$ cat src/sv/bvrtc_pkg.sv
// shared types and constants of the box versus rectangle table collision block
package bvrtc_pkg;

    localparam int COORD_BITS    = 11;
    localparam int SIZE_BITS     = 10;
    localparam int KIND_BITS     = 4;
    localparam int IDX_BITS      = 4;
    localparam int CFG_BITS      = 10;
    localparam int CNT_BITS      = 5;
    localparam int BOX_BITS      = COORD_BITS + 3;
    localparam int APB_DATA_BITS = 32;
    localparam int APB_ADDR_BITS = 5;

    typedef enum logic [1:0] {
        REQ_WRITE_OBSTACLE,
        REQ_WRITE_TRIGGER,
        REQ_POSITION_QUERY,
        REQ_KIND_QUERY
    } req_type_t;

    typedef enum logic [2:0] {
        CFG_SCREEN_WIDTH,
        CFG_SCREEN_HEIGHT,
        CFG_BOX_OFFSET_X,
        CFG_BOX_OFFSET_Y,
        CFG_BOX_WIDTH,
        CFG_BOX_HEIGHT,
        CFG_OBSTACLE_COUNT,
        CFG_TRIGGER_COUNT
    } cfg_reg_t;

    typedef enum logic [1:0] {
        ST_IDLE,
        ST_SCAN,
        ST_FINISH
    } state_t;

    typedef struct packed {
        logic signed [COORD_BITS-1:0] x;
        logic signed [COORD_BITS-1:0] y;
        logic        [SIZE_BITS-1:0]  w;
        logic        [SIZE_BITS-1:0]  h;
    } rect_t;

    typedef struct packed {
        rect_t                rect;
        logic [KIND_BITS-1:0] kind;
    } trig_t;

    typedef struct packed {
        logic signed [BOX_BITS-1:0] left;
        logic signed [BOX_BITS-1:0] top;
        logic signed [BOX_BITS-1:0] right;
        logic signed [BOX_BITS-1:0] bottom;
    } box_t;

endpackage

$ cat src/sv/bvrtc_if.sv
// request and result channel interfaces
interface bvrtc_req_if;
    import bvrtc_pkg::*;

    logic                         valid;
    logic                         ready;
    req_type_t                    req_type;
    logic        [IDX_BITS-1:0]   entry_index;
    logic signed [COORD_BITS-1:0] rect_x;
    logic signed [COORD_BITS-1:0] rect_y;
    logic        [SIZE_BITS-1:0]  rect_w;
    logic        [SIZE_BITS-1:0]  rect_h;
    logic        [KIND_BITS-1:0]  area_kind;
    logic signed [COORD_BITS-1:0] pos_x;
    logic signed [COORD_BITS-1:0] pos_y;

    modport source (
        output valid, req_type, entry_index, rect_x, rect_y, rect_w, rect_h,
               area_kind, pos_x, pos_y,
        input  ready
    );

    modport sink (
        input  valid, req_type, entry_index, rect_x, rect_y, rect_w, rect_h,
               area_kind, pos_x, pos_y,
        output ready
    );
endinterface

interface bvrtc_rsp_if;
    import bvrtc_pkg::*;

    logic                 valid;
    logic                 ready;
    logic                 collides;
    logic                 trigger_found;
    logic [IDX_BITS-1:0]  trigger_slot;
    logic [KIND_BITS-1:0] trigger_kind_out;

    modport source (
        output valid, collides, trigger_found, trigger_slot, trigger_kind_out,
        input  ready
    );

    modport sink (
        input  valid, collides, trigger_found, trigger_slot, trigger_kind_out,
        output ready
    );
endinterface

$ cat src/sv/bvrtc_overlap.sv
// strict axis-aligned overlap test of the collision box against one rectangle
module bvrtc_overlap (
    input  bvrtc_pkg::box_t  box,
    input  bvrtc_pkg::rect_t rect,
    output logic             hit
);
    import bvrtc_pkg::*;

    logic signed [BOX_BITS-1:0] r_left;
    logic signed [BOX_BITS-1:0] r_top;
    logic signed [BOX_BITS-1:0] r_right;
    logic signed [BOX_BITS-1:0] r_bottom;

    always_comb
    begin
        r_left   = $signed({{(BOX_BITS-COORD_BITS){rect.x[COORD_BITS-1]}}, rect.x});
        r_top    = $signed({{(BOX_BITS-COORD_BITS){rect.y[COORD_BITS-1]}}, rect.y});
        r_right  = r_left + $signed({{(BOX_BITS-SIZE_BITS){1'b0}}, rect.w});
        r_bottom = r_top + $signed({{(BOX_BITS-SIZE_BITS){1'b0}}, rect.h});
        hit = (box.left < r_right) && (box.right > r_left) &&
              (box.top < r_bottom) && (box.bottom > r_top);
    end

endmodule

$ cat src/sv/box_vs_rect_table_collision.sv
// top level: rectangle tables in memory, query scan, config registers
//
// usage: requests enter on req, one result per request leaves on rsp
// (valid/ready, a request moves when both are high). a request writes an
// obstacle or trigger entry, asks for a position test of the collision box,
// or asks for the lowest trigger of a given kind. configuration goes through
// the apb port; the user must write it only while no request is in flight,
// which the block itself leaves to the user. pready is tied high.
// a write goes from idle to the finish state, which loads its result into
// the output register. a query walks both tables together, one entry of each
// per cycle through a synchronous memory read, over the larger of the active
// obstacle and trigger counts (kind queries use only the trigger count), then
// loads its result in the finish state. one request is worked on at a time.
// the result sits in an output register; a new request is accepted while it
// waits, and a finished result stalls in the block until rsp is ready.
// reset restores the register defaults; table contents are undefined until
// written and need no clearing.
module box_vs_rect_table_collision #(
    parameter int MAX_OBSTACLES = 16,
    parameter int MAX_TRIGGERS  = 16
) (
    input  logic                                   clk,
    input  logic                                   rst_n,
    bvrtc_req_if.sink                              req,
    bvrtc_rsp_if.source                            rsp,
    input  logic                                   psel,
    input  logic                                   penable,
    input  logic                                   pwrite,
    input  logic [bvrtc_pkg::APB_ADDR_BITS-1:0]    paddr,
    input  logic [bvrtc_pkg::APB_DATA_BITS-1:0]    pwdata,
    output logic [bvrtc_pkg::APB_DATA_BITS-1:0]    prdata,
    output logic                                   pready
);
    import bvrtc_pkg::*;

    localparam int OBS_AW = (MAX_OBSTACLES > 1) ? $clog2(MAX_OBSTACLES) : 1;
    localparam int TRG_AW = (MAX_TRIGGERS > 1) ? $clog2(MAX_TRIGGERS) : 1;
    localparam int MAX_D  = (MAX_OBSTACLES > MAX_TRIGGERS) ? MAX_OBSTACLES : MAX_TRIGGERS;
    localparam int CNTW   = $clog2(MAX_D + 1);

    // configuration registers
    logic [CFG_BITS-1:0] cfg_screen_width_reg;
    logic [CFG_BITS-1:0] cfg_screen_height_reg;
    logic [CFG_BITS-1:0] cfg_box_offset_x_reg;
    logic [CFG_BITS-1:0] cfg_box_offset_y_reg;
    logic [CFG_BITS-1:0] cfg_box_width_reg;
    logic [CFG_BITS-1:0] cfg_box_height_reg;
    logic [CNT_BITS-1:0] cfg_obstacle_count_reg;
    logic [CNT_BITS-1:0] cfg_trigger_count_reg;

    cfg_reg_t cfg_sel;
    logic     cfg_wr;

    // control
    state_t state_reg;
    state_t state_next;

    logic [CNTW-1:0] cnt_reg;
    logic [CNTW-1:0] lim_obs_reg;
    logic [CNTW-1:0] lim_trg_reg;
    logic [CNTW-1:0] lim_obs_next;
    logic [CNTW-1:0] lim_trg_next;
    logic            is_pos_reg;
    logic            is_kind_reg;
    logic [KIND_BITS-1:0] kind_reg;
    box_t            box_reg;
    box_t            box_next;

    logic accept;
    logic is_write;
    logic issue_obs;
    logic issue_trg;
    logic out_load;

    // memories
    rect_t obs_mem [MAX_OBSTACLES];
    trig_t trg_mem [MAX_TRIGGERS];

    logic  obs_wr;
    logic  trg_wr;
    rect_t wr_rect;
    rect_t obs_data_reg;
    trig_t trg_data_reg;
    logic  obs_rd_v_reg;
    logic  trg_rd_v_reg;
    logic [TRG_AW-1:0] rd_idx_reg;

    // scan accumulators
    logic                 coll_reg;
    logic                 found_reg;
    logic [TRG_AW-1:0]    slot_reg;
    logic [KIND_BITS-1:0] kout_reg;

    logic obs_hit;
    logic trg_hit;
    logic trg_match;
    logic offscreen;

    // result register
    logic                 out_valid_reg;
    logic                 out_collides_reg;
    logic                 out_found_reg;
    logic [IDX_BITS-1:0]  out_slot_reg;
    logic [KIND_BITS-1:0] out_kind_reg;

    // apb port
    assign pready  = 1'b1;
    assign cfg_sel = cfg_reg_t'(paddr[APB_ADDR_BITS-1:2]);
    assign cfg_wr  = psel && penable && pwrite;

    always_ff @(posedge clk or negedge rst_n)
    begin
        if (!rst_n)
        begin
            cfg_screen_width_reg   <= CFG_BITS'(320);
            cfg_screen_height_reg  <= CFG_BITS'(240);
            cfg_box_offset_x_reg   <= '0;
            cfg_box_offset_y_reg   <= '0;
            cfg_box_width_reg      <= CFG_BITS'(16);
            cfg_box_height_reg     <= CFG_BITS'(16);
            cfg_obstacle_count_reg <= '0;
            cfg_trigger_count_reg  <= '0;
        end
        else if (cfg_wr)
        begin
            unique case (cfg_sel)
                CFG_SCREEN_WIDTH:   cfg_screen_width_reg   <= pwdata[CFG_BITS-1:0];
                CFG_SCREEN_HEIGHT:  cfg_screen_height_reg  <= pwdata[CFG_BITS-1:0];
                CFG_BOX_OFFSET_X:   cfg_box_offset_x_reg   <= pwdata[CFG_BITS-1:0];
                CFG_BOX_OFFSET_Y:   cfg_box_offset_y_reg   <= pwdata[CFG_BITS-1:0];
                CFG_BOX_WIDTH:      cfg_box_width_reg      <= pwdata[CFG_BITS-1:0];
                CFG_BOX_HEIGHT:     cfg_box_height_reg     <= pwdata[CFG_BITS-1:0];
                CFG_OBSTACLE_COUNT: cfg_obstacle_count_reg <= pwdata[CNT_BITS-1:0];
                CFG_TRIGGER_COUNT:  cfg_trigger_count_reg  <= pwdata[CNT_BITS-1:0];
                default:            cfg_screen_width_reg   <= cfg_screen_width_reg;
            endcase
        end
    end

    always_comb
    begin
        unique case (cfg_sel)
            CFG_SCREEN_WIDTH:   prdata = APB_DATA_BITS'(cfg_screen_width_reg);
            CFG_SCREEN_HEIGHT:  prdata = APB_DATA_BITS'(cfg_screen_height_reg);
            CFG_BOX_OFFSET_X:   prdata = APB_DATA_BITS'(cfg_box_offset_x_reg);
            CFG_BOX_OFFSET_Y:   prdata = APB_DATA_BITS'(cfg_box_offset_y_reg);
            CFG_BOX_WIDTH:      prdata = APB_DATA_BITS'(cfg_box_width_reg);
            CFG_BOX_HEIGHT:     prdata = APB_DATA_BITS'(cfg_box_height_reg);
            CFG_OBSTACLE_COUNT: prdata = APB_DATA_BITS'(cfg_obstacle_count_reg);
            CFG_TRIGGER_COUNT:  prdata = APB_DATA_BITS'(cfg_trigger_count_reg);
            default:            prdata = '0;
        endcase
    end

    // next state
    always_comb
    begin
        state_next = state_reg;
        unique case (state_reg)
            ST_IDLE:
            begin
                if (accept)
                begin
                    state_next = is_write ? ST_FINISH : ST_SCAN;
                end
            end
            ST_SCAN:
            begin
                if (!issue_obs && !issue_trg)
                begin
                    state_next = ST_FINISH;
                end
            end
            ST_FINISH:
            begin
                if (out_load)
                begin
                    state_next = ST_IDLE;
                end
            end
            default: state_next = ST_IDLE;
        endcase
    end

    // control outputs
    always_comb
    begin
        req.ready = (state_reg == ST_IDLE);
        accept    = req.valid && (state_reg == ST_IDLE);
        is_write  = (req.req_type == REQ_WRITE_OBSTACLE) ||
                    (req.req_type == REQ_WRITE_TRIGGER);
        obs_wr    = accept && (req.req_type == REQ_WRITE_OBSTACLE) &&
                    (int'(req.entry_index) < MAX_OBSTACLES);
        trg_wr    = accept && (req.req_type == REQ_WRITE_TRIGGER) &&
                    (int'(req.entry_index) < MAX_TRIGGERS);
        issue_obs = (state_reg == ST_SCAN) && (cnt_reg < lim_obs_reg);
        issue_trg = (state_reg == ST_SCAN) && (cnt_reg < lim_trg_reg);
        out_load  = (state_reg == ST_FINISH) && (!out_valid_reg || rsp.ready);
    end

    always_ff @(posedge clk or negedge rst_n)
    begin
        if (!rst_n)
        begin
            state_reg <= ST_IDLE;
        end
        else
        begin
            state_reg <= state_next;
        end
    end

    // request setup: box placement and scan limits
    always_comb
    begin
        box_next.left  = $signed({{(BOX_BITS-COORD_BITS){req.pos_x[COORD_BITS-1]}}, req.pos_x}) +
                         $signed({{(BOX_BITS-CFG_BITS){cfg_box_offset_x_reg[CFG_BITS-1]}},
                                  cfg_box_offset_x_reg});
        box_next.top   = $signed({{(BOX_BITS-COORD_BITS){req.pos_y[COORD_BITS-1]}}, req.pos_y}) +
                         $signed({{(BOX_BITS-CFG_BITS){cfg_box_offset_y_reg[CFG_BITS-1]}},
                                  cfg_box_offset_y_reg});
        box_next.right  = box_next.left +
                          $signed({{(BOX_BITS-CFG_BITS){1'b0}}, cfg_box_width_reg});
        box_next.bottom = box_next.top +
                          $signed({{(BOX_BITS-CFG_BITS){1'b0}}, cfg_box_height_reg});

        lim_obs_next = (int'(cfg_obstacle_count_reg) > MAX_OBSTACLES) ?
                       CNTW'(MAX_OBSTACLES) : CNTW'(cfg_obstacle_count_reg);
        lim_trg_next = (int'(cfg_trigger_count_reg) > MAX_TRIGGERS) ?
                       CNTW'(MAX_TRIGGERS) : CNTW'(cfg_trigger_count_reg);
        if (req.req_type != REQ_POSITION_QUERY)
        begin
            lim_obs_next = '0;
        end
        if (is_write)
        begin
            lim_trg_next = '0;
        end
    end

    always_ff @(posedge clk or negedge rst_n)
    begin
        if (!rst_n)
        begin
            cnt_reg      <= '0;
            lim_obs_reg  <= '0;
            lim_trg_reg  <= '0;
            is_pos_reg   <= 1'b0;
            is_kind_reg  <= 1'b0;
            obs_rd_v_reg <= 1'b0;
            trg_rd_v_reg <= 1'b0;
            coll_reg     <= 1'b0;
            found_reg    <= 1'b0;
            slot_reg     <= '0;
            kout_reg     <= '0;
        end
        else
        begin
            obs_rd_v_reg <= issue_obs;
            trg_rd_v_reg <= issue_trg;
            if (accept)
            begin
                cnt_reg     <= '0;
                lim_obs_reg <= lim_obs_next;
                lim_trg_reg <= lim_trg_next;
                is_pos_reg  <= (req.req_type == REQ_POSITION_QUERY);
                is_kind_reg <= (req.req_type == REQ_KIND_QUERY);
                coll_reg    <= 1'b0;
                found_reg   <= 1'b0;
                slot_reg    <= '0;
                kout_reg    <= '0;
            end
            else
            begin
                if (issue_obs || issue_trg)
                begin
                    cnt_reg <= cnt_reg + CNTW'(1);
                end
                if (obs_rd_v_reg && obs_hit)
                begin
                    coll_reg <= 1'b1;
                end
                if (trg_rd_v_reg && !found_reg && trg_match)
                begin
                    found_reg <= 1'b1;
                    slot_reg  <= rd_idx_reg;
                    kout_reg  <= trg_data_reg.kind;
                end
            end
        end
    end

    always_ff @(posedge clk)
    begin
        if (accept)
        begin
            box_reg  <= box_next;
            kind_reg <= req.area_kind;
        end
        rd_idx_reg <= cnt_reg[TRG_AW-1:0];
    end

    // table memories
    assign wr_rect = '{x: req.rect_x, y: req.rect_y, w: req.rect_w, h: req.rect_h};

    always_ff @(posedge clk)
    begin
        if (obs_wr)
        begin
            obs_mem[OBS_AW'(req.entry_index)] <= wr_rect;
        end
        obs_data_reg <= obs_mem[cnt_reg[OBS_AW-1:0]];
    end

    always_ff @(posedge clk)
    begin
        if (trg_wr)
        begin
            trg_mem[TRG_AW'(req.entry_index)] <= '{rect: wr_rect, kind: req.area_kind};
        end
        trg_data_reg <= trg_mem[cnt_reg[TRG_AW-1:0]];
    end

    // entry tests
    bvrtc_overlap u_obs_overlap (
        .box  (box_reg),
        .rect (obs_data_reg),
        .hit  (obs_hit)
    );

    bvrtc_overlap u_trg_overlap (
        .box  (box_reg),
        .rect (trg_data_reg.rect),
        .hit  (trg_hit)
    );

    assign trg_match = is_kind_reg ? (trg_data_reg.kind == kind_reg) : trg_hit;

    assign offscreen = (box_reg.left < 0) || (box_reg.top < 0) ||
                       (box_reg.right >
                        $signed({{(BOX_BITS-CFG_BITS){1'b0}}, cfg_screen_width_reg})) ||
                       (box_reg.bottom >
                        $signed({{(BOX_BITS-CFG_BITS){1'b0}}, cfg_screen_height_reg}));

    // result register
    always_ff @(posedge clk or negedge rst_n)
    begin
        if (!rst_n)
        begin
            out_valid_reg <= 1'b0;
        end
        else if (out_load)
        begin
            out_valid_reg <= 1'b1;
        end
        else if (rsp.ready)
        begin
            out_valid_reg <= 1'b0;
        end
    end

    always_ff @(posedge clk)
    begin
        if (out_load)
        begin
            out_collides_reg <= coll_reg || (is_pos_reg && offscreen);
            out_found_reg    <= found_reg;
            out_slot_reg     <= IDX_BITS'(slot_reg);
            out_kind_reg     <= kout_reg;
        end
    end

    assign rsp.valid            = out_valid_reg;
    assign rsp.collides         = out_collides_reg;
    assign rsp.trigger_found    = out_found_reg;
    assign rsp.trigger_slot     = out_slot_reg;
    assign rsp.trigger_kind_out = out_kind_reg;

endmodule

$ cat src/flat_wrapper.sv
// flat-port wrapper written by rule: the top's interface ports become plain ports
module box_vs_rect_table_collision_flat import bvrtc_pkg::*;
#(
    parameter int MAX_OBSTACLES = 16,
    parameter int MAX_TRIGGERS  = 16
)
  (clk, rst_n, psel, penable, pwrite, paddr, pwdata, prdata, pready, req_valid, req_req_type, req_entry_index, req_rect_x, req_rect_y, req_rect_w, req_rect_h, req_area_kind, req_pos_x, req_pos_y, req_ready, rsp_valid, rsp_collides, rsp_trigger_found, rsp_trigger_slot, rsp_trigger_kind_out, rsp_ready);
  bvrtc_req_if req_i ();
  bvrtc_rsp_if rsp_i ();
  input  logic clk;
  input  logic rst_n;
  input  logic psel;
  input  logic penable;
  input  logic pwrite;
  input  logic [bvrtc_pkg::APB_ADDR_BITS-1:0] paddr;
  input  logic [bvrtc_pkg::APB_DATA_BITS-1:0] pwdata;
  output logic [bvrtc_pkg::APB_DATA_BITS-1:0] prdata;
  output logic pready;
  input wire logic [$bits(req_i.valid)-1:0] req_valid;
  input wire logic [$bits(req_i.req_type)-1:0] req_req_type;
  input wire logic [$bits(req_i.entry_index)-1:0] req_entry_index;
  input wire logic [$bits(req_i.rect_x)-1:0] req_rect_x;
  input wire logic [$bits(req_i.rect_y)-1:0] req_rect_y;
  input wire logic [$bits(req_i.rect_w)-1:0] req_rect_w;
  input wire logic [$bits(req_i.rect_h)-1:0] req_rect_h;
  input wire logic [$bits(req_i.area_kind)-1:0] req_area_kind;
  input wire logic [$bits(req_i.pos_x)-1:0] req_pos_x;
  input wire logic [$bits(req_i.pos_y)-1:0] req_pos_y;
  output wire logic [$bits(req_i.ready)-1:0] req_ready;
  output wire logic [$bits(rsp_i.valid)-1:0] rsp_valid;
  output wire logic [$bits(rsp_i.collides)-1:0] rsp_collides;
  output wire logic [$bits(rsp_i.trigger_found)-1:0] rsp_trigger_found;
  output wire logic [$bits(rsp_i.trigger_slot)-1:0] rsp_trigger_slot;
  output wire logic [$bits(rsp_i.trigger_kind_out)-1:0] rsp_trigger_kind_out;
  input wire logic [$bits(rsp_i.ready)-1:0] rsp_ready;
  assign req_i.valid = req_valid;
  assign req_i.req_type = req_req_type;
  assign req_i.entry_index = req_entry_index;
  assign req_i.rect_x = req_rect_x;
  assign req_i.rect_y = req_rect_y;
  assign req_i.rect_w = req_rect_w;
  assign req_i.rect_h = req_rect_h;
  assign req_i.area_kind = req_area_kind;
  assign req_i.pos_x = req_pos_x;
  assign req_i.pos_y = req_pos_y;
  assign req_ready = req_i.ready;
  assign rsp_valid = rsp_i.valid;
  assign rsp_collides = rsp_i.collides;
  assign rsp_trigger_found = rsp_i.trigger_found;
  assign rsp_trigger_slot = rsp_i.trigger_slot;
  assign rsp_trigger_kind_out = rsp_i.trigger_kind_out;
  assign rsp_i.ready = rsp_ready;
  box_vs_rect_table_collision #(.MAX_OBSTACLES(MAX_OBSTACLES), .MAX_TRIGGERS(MAX_TRIGGERS)) u_core (.clk(clk), .rst_n(rst_n), .req(req_i), .rsp(rsp_i), .psel(psel), .penable(penable), .pwrite(pwrite), .paddr(paddr), .pwdata(pwdata), .prdata(prdata), .pready(pready));
endmodule
$ cat config.mk
export PLATFORM = sky130hd
export DESIGN_NAME = box_vs_rect_table_collision_flat
export DESIGN_NICKNAME = d
export VERILOG_FILES = /design/src/sv/bvrtc_pkg.sv /design/src/sv/bvrtc_if.sv /design/src/sv/bvrtc_overlap.sv /design/src/sv/box_vs_rect_table_collision.sv /design/src/flat_wrapper.sv
export SDC_FILE = /design/constraint.sdc
export NUM_CORES = 2
export LEC_CHECK = 0
export CAP_MARGIN = 20
export CORE_MARGIN = 2
export CORE_UTILIZATION = 55
export DETAILED_ROUTE_END_ITERATION = 10
export DONT_BUFFER_PORTS = 1
export GPL_TIMING_DRIVEN = 1
export PLACE_DENSITY = 0.7
export SYNTH_ARGS = -nofsm -noshare
export SYNTH_HDL_FRONTEND = slang
export SYNTH_SLANG_ARGS = --single-unit
$ cat constraint.sdc
create_clock -name clk -period 5.5 [get_ports clk]
set_input_delay 0 -clock clk [delete_from_list [all_inputs] [get_ports clk]]
set_output_delay 0 -clock clk [all_outputs]
set_load 0.05 [all_outputs]
Word level (Yosys, flattened, before mapping)
Memories as Yosys holds them, arrays and structs flattened. A register that Yosys moved wholly into a read port is not among the register bits. Cells that the tools add are included.

Input bits: 118. Word-level logic and storage cells: 148. Register bits: 172. Memory bits (read-only): 0. Bits in writable memories: 1408. Output and inout port bits: 45. Bits in latches: 0. Memories kept: 2.

$mul: 0. Divide/modulo/power cells: 0. Add/sub/neg operators: 9. Shifts and indexed selects: 0. Multiplexer cells: 27. Order comparisons: 16. Reduce and logical (&&, ||, !) cells: 46. Equal/unequal tests: 17. Bitwise gates (word level): 0.

Memories: u_core.trg_mem (words 16, bits a word 46, rd ports 1, clocked after Yosys merged registers in 1, write ports 1, line box_vs_rect_table_collision.sv:77) `trig_t trg_mem [MAX_TRIGGERS];`; u_core.obs_mem (words 16, bits a word 42, rd ports 1, clocked after Yosys merged registers in 1, write ports 1, line box_vs_rect_table_collision.sv:76) `rect_t obs_mem [MAX_OBSTACLES];`.

Operators with widths (count): $pmux 32 s8 (1); $gt 14x11->1 (6); $add 11x11->12 (4); $lt 12x12->1 (4); $mux 5 (6); $add 12x11->13 (2); $add 11x10->12 (2); $lt 12x1->1 const B (2); $logic_and 1x1->1 (19); $mux 4 (4); $reduce_and 2->1 (8); $eq 3x3->1 const B (4); $mux 1 (11); $gt 5x5->1 const B (2); $lt 5x5->1 (2); $mux 2 (4); $reduce_bool 2->1 (4); $logic_or 1x1->1 (7); $eq 2x2->1 const B (3); $eq 3x2->1 const B (2); $ne 2x1->1 const B (3); $pmux 2 s3 (1); $add 5x1->5 const B (1); $eq 2x1->1 const B (2); 7 further kinds (11).

Logic depth before layout (Yosys ltp)
Depth in word-level cells: 9. Depth in mapped cells: 18. Mapped depth without buffers: 17.

By module
A second synthesis with hierarchy kept.

Cell total of the unflattened synthesis: 3464. Area, all modules: 68444.4 µm².

By module, submodules not included: box_vs_rect_table_collision (area an instance 64210.3 µm², cells an instance 2914, sequential area each 48606.6 µm², times used 1); bvrtc_overlap (area an instance 2117.0 µm², cells an instance 275, sequential area each 0.0 µm², times used 2).

Worst setup path before layout
Ideal clock, no wire load.

Path type: flip-flop to flip-flop. Start: register u_core.state_reg[0]. End: memory u_core.obs_mem[2][0] (netlist name), enable pin. Library setup time: 493 ps. Clock period less this slack: 5401 ps. Stages on the path, launching flop included: 6. Path slack: 99 ps. Data required time: 5007 ps. Path buffers: 1. Arrival time: 4907 ps. Path through: dfrtp_1 -> nor2_1 -> nand2_1 -> clkbuf_1 -> or4_1 -> nor3_1.

Word-level cells in the longest chain between the ends: 5.

RTL lines: start, declared (line box_vs_rect_table_collision.sv:55) `state_t state_reg;`; start signal, assigned (line box_vs_rect_table_collision.sv:209) `state_reg <= state_next;`; $logic_not 2->1; named net req_ready (line flat_wrapper.sv:29) `output wire logic [$bits(req_i.ready)-1:0] req_ready;`; $logic_and 1x1->1 (line box_vs_rect_table_collision.sv:189) `accept = req.valid && (state_reg == ST_IDLE);`; $logic_and 1x1->1 (line box_vs_rect_table_collision.sv:192) `obs_wr = accept && (req.req_type == REQ_WRITE_OBSTACLE) &&`; $mux 1 (line box_vs_rect_table_collision.sv:308) `if (obs_wr)`; $mux 1 (implied by the code) (line box_vs_rect_table_collision.sv:310) `obs_mem[OBS_AW'(req.entry_index)] <= wr_rect;`; end, declared (line box_vs_rect_table_collision.sv:76).

The timed path passes the listed nets, and every way through them passes these cells.

Final worst setup path
Start: register u_core.trg_data_reg[36] (netlist name). End: register u_core.slot_reg[3].

Word-level cells in the longest chain between the ends: 8. Elaborated cells between the ends (all ways): 9. Those cells by class: add/sub (1); order compare (2); mux (1); reduce/logical (5).

RTL lines: $add 11x11->12 (line bvrtc_overlap.sv:18) `r_right = r_left + $signed({{(BOX_BITS-SIZE_BITS){1'b0}}, rect.w});`; $lt 12x12->1 (line bvrtc_overlap.sv:20) `hit = (box.left < r_right) && (box.right > r_left) &&`; $logic_and 1x1->1 (*) (2 in a row) (line bvrtc_overlap.sv:20); $logic_and 1x1->1 (*) (line bvrtc_overlap.sv:21) `(box.top < r_bottom) && (box.bottom > r_top);`; $mux 1 (*) (line box_vs_rect_table_collision.sv:337) `assign trg_match = is_kind_reg ? (trg_data_reg.kind == kind_reg) : trg_hit;`; $logic_and 1x1->1 (*) (line box_vs_rect_table_collision.sv:283) `if (trg_rd_v_reg && !found_reg && trg_match)`; $reduce_bool 2->1 (no source line) (*); end signal, assigned (line box_vs_rect_table_collision.sv:286) `slot_reg <= rd_idx_reg;`; end, declared (line box_vs_rect_table_collision.sv:91) `logic [TRG_AW-1:0] slot_reg;`.

Mark *: on every way between the ends. The rest lies on a longest branch, timed or not. A chain may end at the register's enable or synchronous reset.

==> Flow_metrics.wiki <==
{| class="wikitable"
! Metric !! Value
|-
| Maximum number of pins on one net before global-route repair || 95
|-
| Amount of wire on met2 after detailed routing || 86.5 mm
|-
| Detailed placer's ending HPWL || 98.7 mm
|-
| Initial standard-cell utilization of the core || 0.555
|-
| Htree depth || 4
|-
| Max_cap viols || 0
|-
| Max-slew headroom at the worst pin || 0.210
|-
| Total vias in the final route || 34700
|-
| Highest metal used || met5
|-
| Footprint of the flip-flops and latches || 48600 um2
|-
| Tcrit/Tclk final || 0.741
|-
| Max reg flops || 736
|-
| Setup skew after layout || 26.7 ps
|-
| Reg-to-Reg End || u_core.slot_reg[3]
|-
| Clock edge transition at the registers on the reported setup and hold paths || 60 ps
|-
| Sum of negative setup slack || 0 ps
|-
| Worst hold slack || 19.8 ps
|-
| Total of buffers placed on input and output ports || 0
|-
| P per Cell Area || 429 nW/um2
|-
| Start point of the worst min-delay path || req_rect_h[7]
|-
| Startpoint Class || register
|-
| Register bit count reported by yosys || 1666
|-
| Commonest non-fill, non-tap cell in the layout || sky130_fd_sc_hd__edfxtp_1
|-
| Min Tclk post-route || 4080 ps
|-
| Area growth from synthesis to layout || 14.1%
|-
| Width of the die || 355 um
|-
| Post-CTS setup repair buffer count || 0
|-
| Ys async rst share || 0.0612
|-
| Count of standard-cell rows || 128
|-
| EDFF count, synth || 1472
|-
| Final total power || 33.1 mW
|-
| Core region area || 122000 um2
|-
| Startpoint of the most critical register-to-register path || u_core.trg_data_reg[36]
|-
| Ys Warns || 0
|-
| Maximum clock rate || 0.245 GHz
|-
| Count of fill cells added during filler insertion || 8068
|-
| Number of cells traversed by the worst hold path || 1
|-
| Number of antenna violations at the first check in global routing || 14
|-
| Cells along the critical path || ha_1 > a21o_1 > a21oi_1 > o21bai_1 > a2111oi_1 > nor2_1 > xnor2_1 > ha_1 > nand2_1 > or4_1 > a21oi_1 > nor4_1 > a21oi_1 > buf_4 > mux2i_1
|-
| Number of top-level design ports || 163
|-
| TritonCTS clock tree || yes
|-
| Via/cell ratio || 6.35
|-
| Wirelength, routed || 171 mm
|-
| Largest delay share family, worst path || compound AO/OA/AOI/OAI gates
|-
| Reg2reg path depth || 15
|-
| Met3 WL || 13.2 mm
|-
| Register-to-register path setup slack || 1420 ps
|-
| Final-report hold violation count || 0
|-
| Residual DRC count || 0
|-
| Overall overflow remaining after global route || 0
|-
| Portion of the post-synthesis area used by sequential elements || 0.718
|-
| Number of max-slew violations in the final report || 0
|-
| TritonCTS Sinks || 1666
|-
| End point of the worst hold path || u_core.obs_mem[10][7]
|-
| Endpoint type of the worst setup path || register
|-
| Buf/Inv on CP || 1
|-
| Result of the run || complete, no violations
|-
| Placer's final routability congestion estimate || 0.914
|-
| Commonest cells after routing, fill and taps aside || sky130_fd_sc_hd__edfxtp_1 (1472), sky130_fd_sc_hd__mux4_2 (441), sky130_fd_sc_hd__ha_1 (207), sky130_fd_sc_hd__clkbuf_16 (173), sky130_fd_sc_hd__dlygate4sd3_1 (135)
|-
| Clock root cell || sky130_fd_sc_hd__clkbuf_16
|-
| Transition time at the pin with the least slew margin || 1170 ps
|-
| Setup Viol. Count Final || 0
|-
| Post-synthesis instance total || 3408
|-
| Total leakage power || 25.6 nW
|-
| Data required time of the critical path || 6210 ps
|-
| Later-pin clock latency in the skew report || 810 ps
|-
| Worst-path fanout max || 9
|-
| Final net count || 4021
|-
| Detail Route Antenna Nets || 0
|-
| Average wire per standard cell || 31.3 um
|-
| Peak per-stage delay on the critical path || 560 ps
|-
| Wire length of the first global-routing pass || 247 mm
|-
| Most repeated library cell on the critical path || sky130_fd_sc_hd__a21oi_1
|-
| All-layer global routing usage || 0.275
|-
| Multi-input logic area || 18200 um2
|-
| Post-synth design cell area || 67700 um2
|-
| Drt initial violations || 3720
|-
| Maximum ir drop on the vdd rail || 0.000340 V
|-
| Post-route standard cell area excluding fillers || 77200 um2
|-
| Number of buffers added by the clock tree synthesis step || 166
|-
| Fraction of final layout cells with drive strength greater than 1 || 0.232
|-
| Setup repair after global routing missed its margin || no
|-
| Setup Crit Path Kind || reg2reg
|-
| Cell area reported after detailed placement || 70000 um2
|-
| Type of the most critical hold path || in2reg
|-
| Worst path slowest cell || sky130_fd_sc_hd__a2111oi_1
|-
| Arr. time, crit path || 4790 ps
|-
| Main flop type after synthesis || sky130_fd_sc_hd__edfxtp_1
|-
| Distinct cell type count after synthesis || 69
|-
| Metal1 wirelength || 64.3 mm
|-
| First-pass detailed-route iteration total || 5
|-
| Average footprint of a synthesized cell || 19.9 um2
|-
| Die Ht || 355 um
|-
| Die area || 126000 um2
|-
| Bufs on Longest Clock Path || 3
|-
| Vias in the first global route || 35500
|}
## worst max-delay path by stage
| stage | startpoint | end | cells after the start |
|---|---|---|---|
| finish | u_core.trg_data_reg[36] | u_core.slot_reg[3] | 15 |
| global route | u_core.trg_data_reg[15] | u_core.slot_reg[3] | 15 |
| CTS | u_core.trg_data_reg[36] | u_core.slot_reg[0] | 15 |
| detailed placement | u_core.trg_data_reg[36] | u_core.slot_reg[0] | 15 |
| global placement | u_core.trg_data_reg[35] | u_core.kout_reg[0] | 17 |
| floorplan | u_core.state_reg[0] | u_core.obs_mem[2][0] | 5 |
## layout make-up
| type | instances | share of cell area |
|---|---|---|
| Tap cell | 1625 | 0.0263 |
| Inverter | 111 | 0.00539 |
| Sequential cell | 1666 | 0.630 |
| Antenna cell | 5 | 0.000162 |
| Timing Repair Buffer | 234 | 0.0326 |
| Multi-Input combinational cell | 1509 | 0.236 |
| Clock buffer | 233 | 0.0604 |
| Clock inverter | 77 | 0.00948 |
## where the power goes
| group | total, mW | switching [mW] | internal [mW] |
|---|---|---|---|
| Combinational | 6.73 | 3.57 | 3.17 |
| Sequential | 15.3 | 0.826 | 14.5 |
| Clock | 11.1 | 4.77 | 6.35 |
| Total | 33.1 | 9.17 | 24.0 |
## logic make-up (layout without fill, tap and decap cells)
| logic type | count (synthesis) | in the layout | share of synthesized area |
|---|---|---|---|
| flip-flops | 1666 | 1666 | 0.718 |
| adder cells (fa/ha/maj) | 215 | 215 | 0.0406 |
| multiplexers | 512 | 512 | 0.158 |
| buffers and inverters | 254 | 655 | 0.0169 |
| other | 2 | 28 | 0.000111 |
| XOR/XNOR | 68 | 68 | 0.00880 |
| AND/OR/NAND/NOR | 369 | 369 | 0.0262 |
| AO/OA/AOI/OAI | 322 | 322 | 0.0309 |
## metrics by stage
stage	setup WS [ps]	utilization	instances
detailed placement	1510	0.575	4989
CTS	1500	0.630	5434
floorplan	99.3	-	3429
finish	1420	0.634	5460
global route	1080	0.634	5458
global placement	1560	0.575	4989
## cell usage after synthesis (24+ instances only)
master | instances | area [um2]
sky130_fd_sc_hd__o21a_1 | 27 | 203
sky130_fd_sc_hd__nand3_1 | 32 | 160
sky130_fd_sc_hd__mux4_2 | 441 | 9930
sky130_fd_sc_hd__xor2_1 | 35 | 307
sky130_fd_sc_hd__xnor2_1 | 33 | 289
sky130_fd_sc_hd__a21oi_1 | 77 | 385
sky130_fd_sc_hd__a21o_1 | 27 | 203
sky130_fd_sc_hd__nand2b_1 | 25 | 156
sky130_fd_sc_hd__nor2b_1 | 24 | 150
sky130_fd_sc_hd__edfxtp_1 | 1472 | 44200
sky130_fd_sc_hd__dfxtp_1 | 92 | 1840
sky130_fd_sc_hd__ha_1 | 207 | 2590
sky130_fd_sc_hd__inv_1 | 111 | 417
sky130_fd_sc_hd__nor2_1 | 101 | 379
sky130_fd_sc_hd__buf_2 | 37 | 185
sky130_fd_sc_hd__nand2_1 | 100 | 375
sky130_fd_sc_hd__o21ai_0 | 71 | 355
sky130_fd_sc_hd__mux2_2 | 50 | 563
sky130_fd_sc_hd__dfrtp_1 | 94 | 2350
sky130_fd_sc_hd__nor3_1 | 28 | 140
sky130_fd_sc_hd__clkbuf_1 | 65 | 244
## layer usage
| metal | up-vias | global-route usage |
|---|---|---|
| met5 | - | 0 |
| li1 | 14500 | - |
| met4 | 8 | 0.107 |
| met2 | 1582 | 0.463 |
| met3 | 319 | 0.0527 |
| met1 | 18300 | 0.359 |
## what timing repair did
item                                    CTS  global route
hold buffers                            135             4
resized for setup                         0             0
endpoints found under the hold margin  2135             7
No activity file was read; power rests on OpenSTA's default activity.
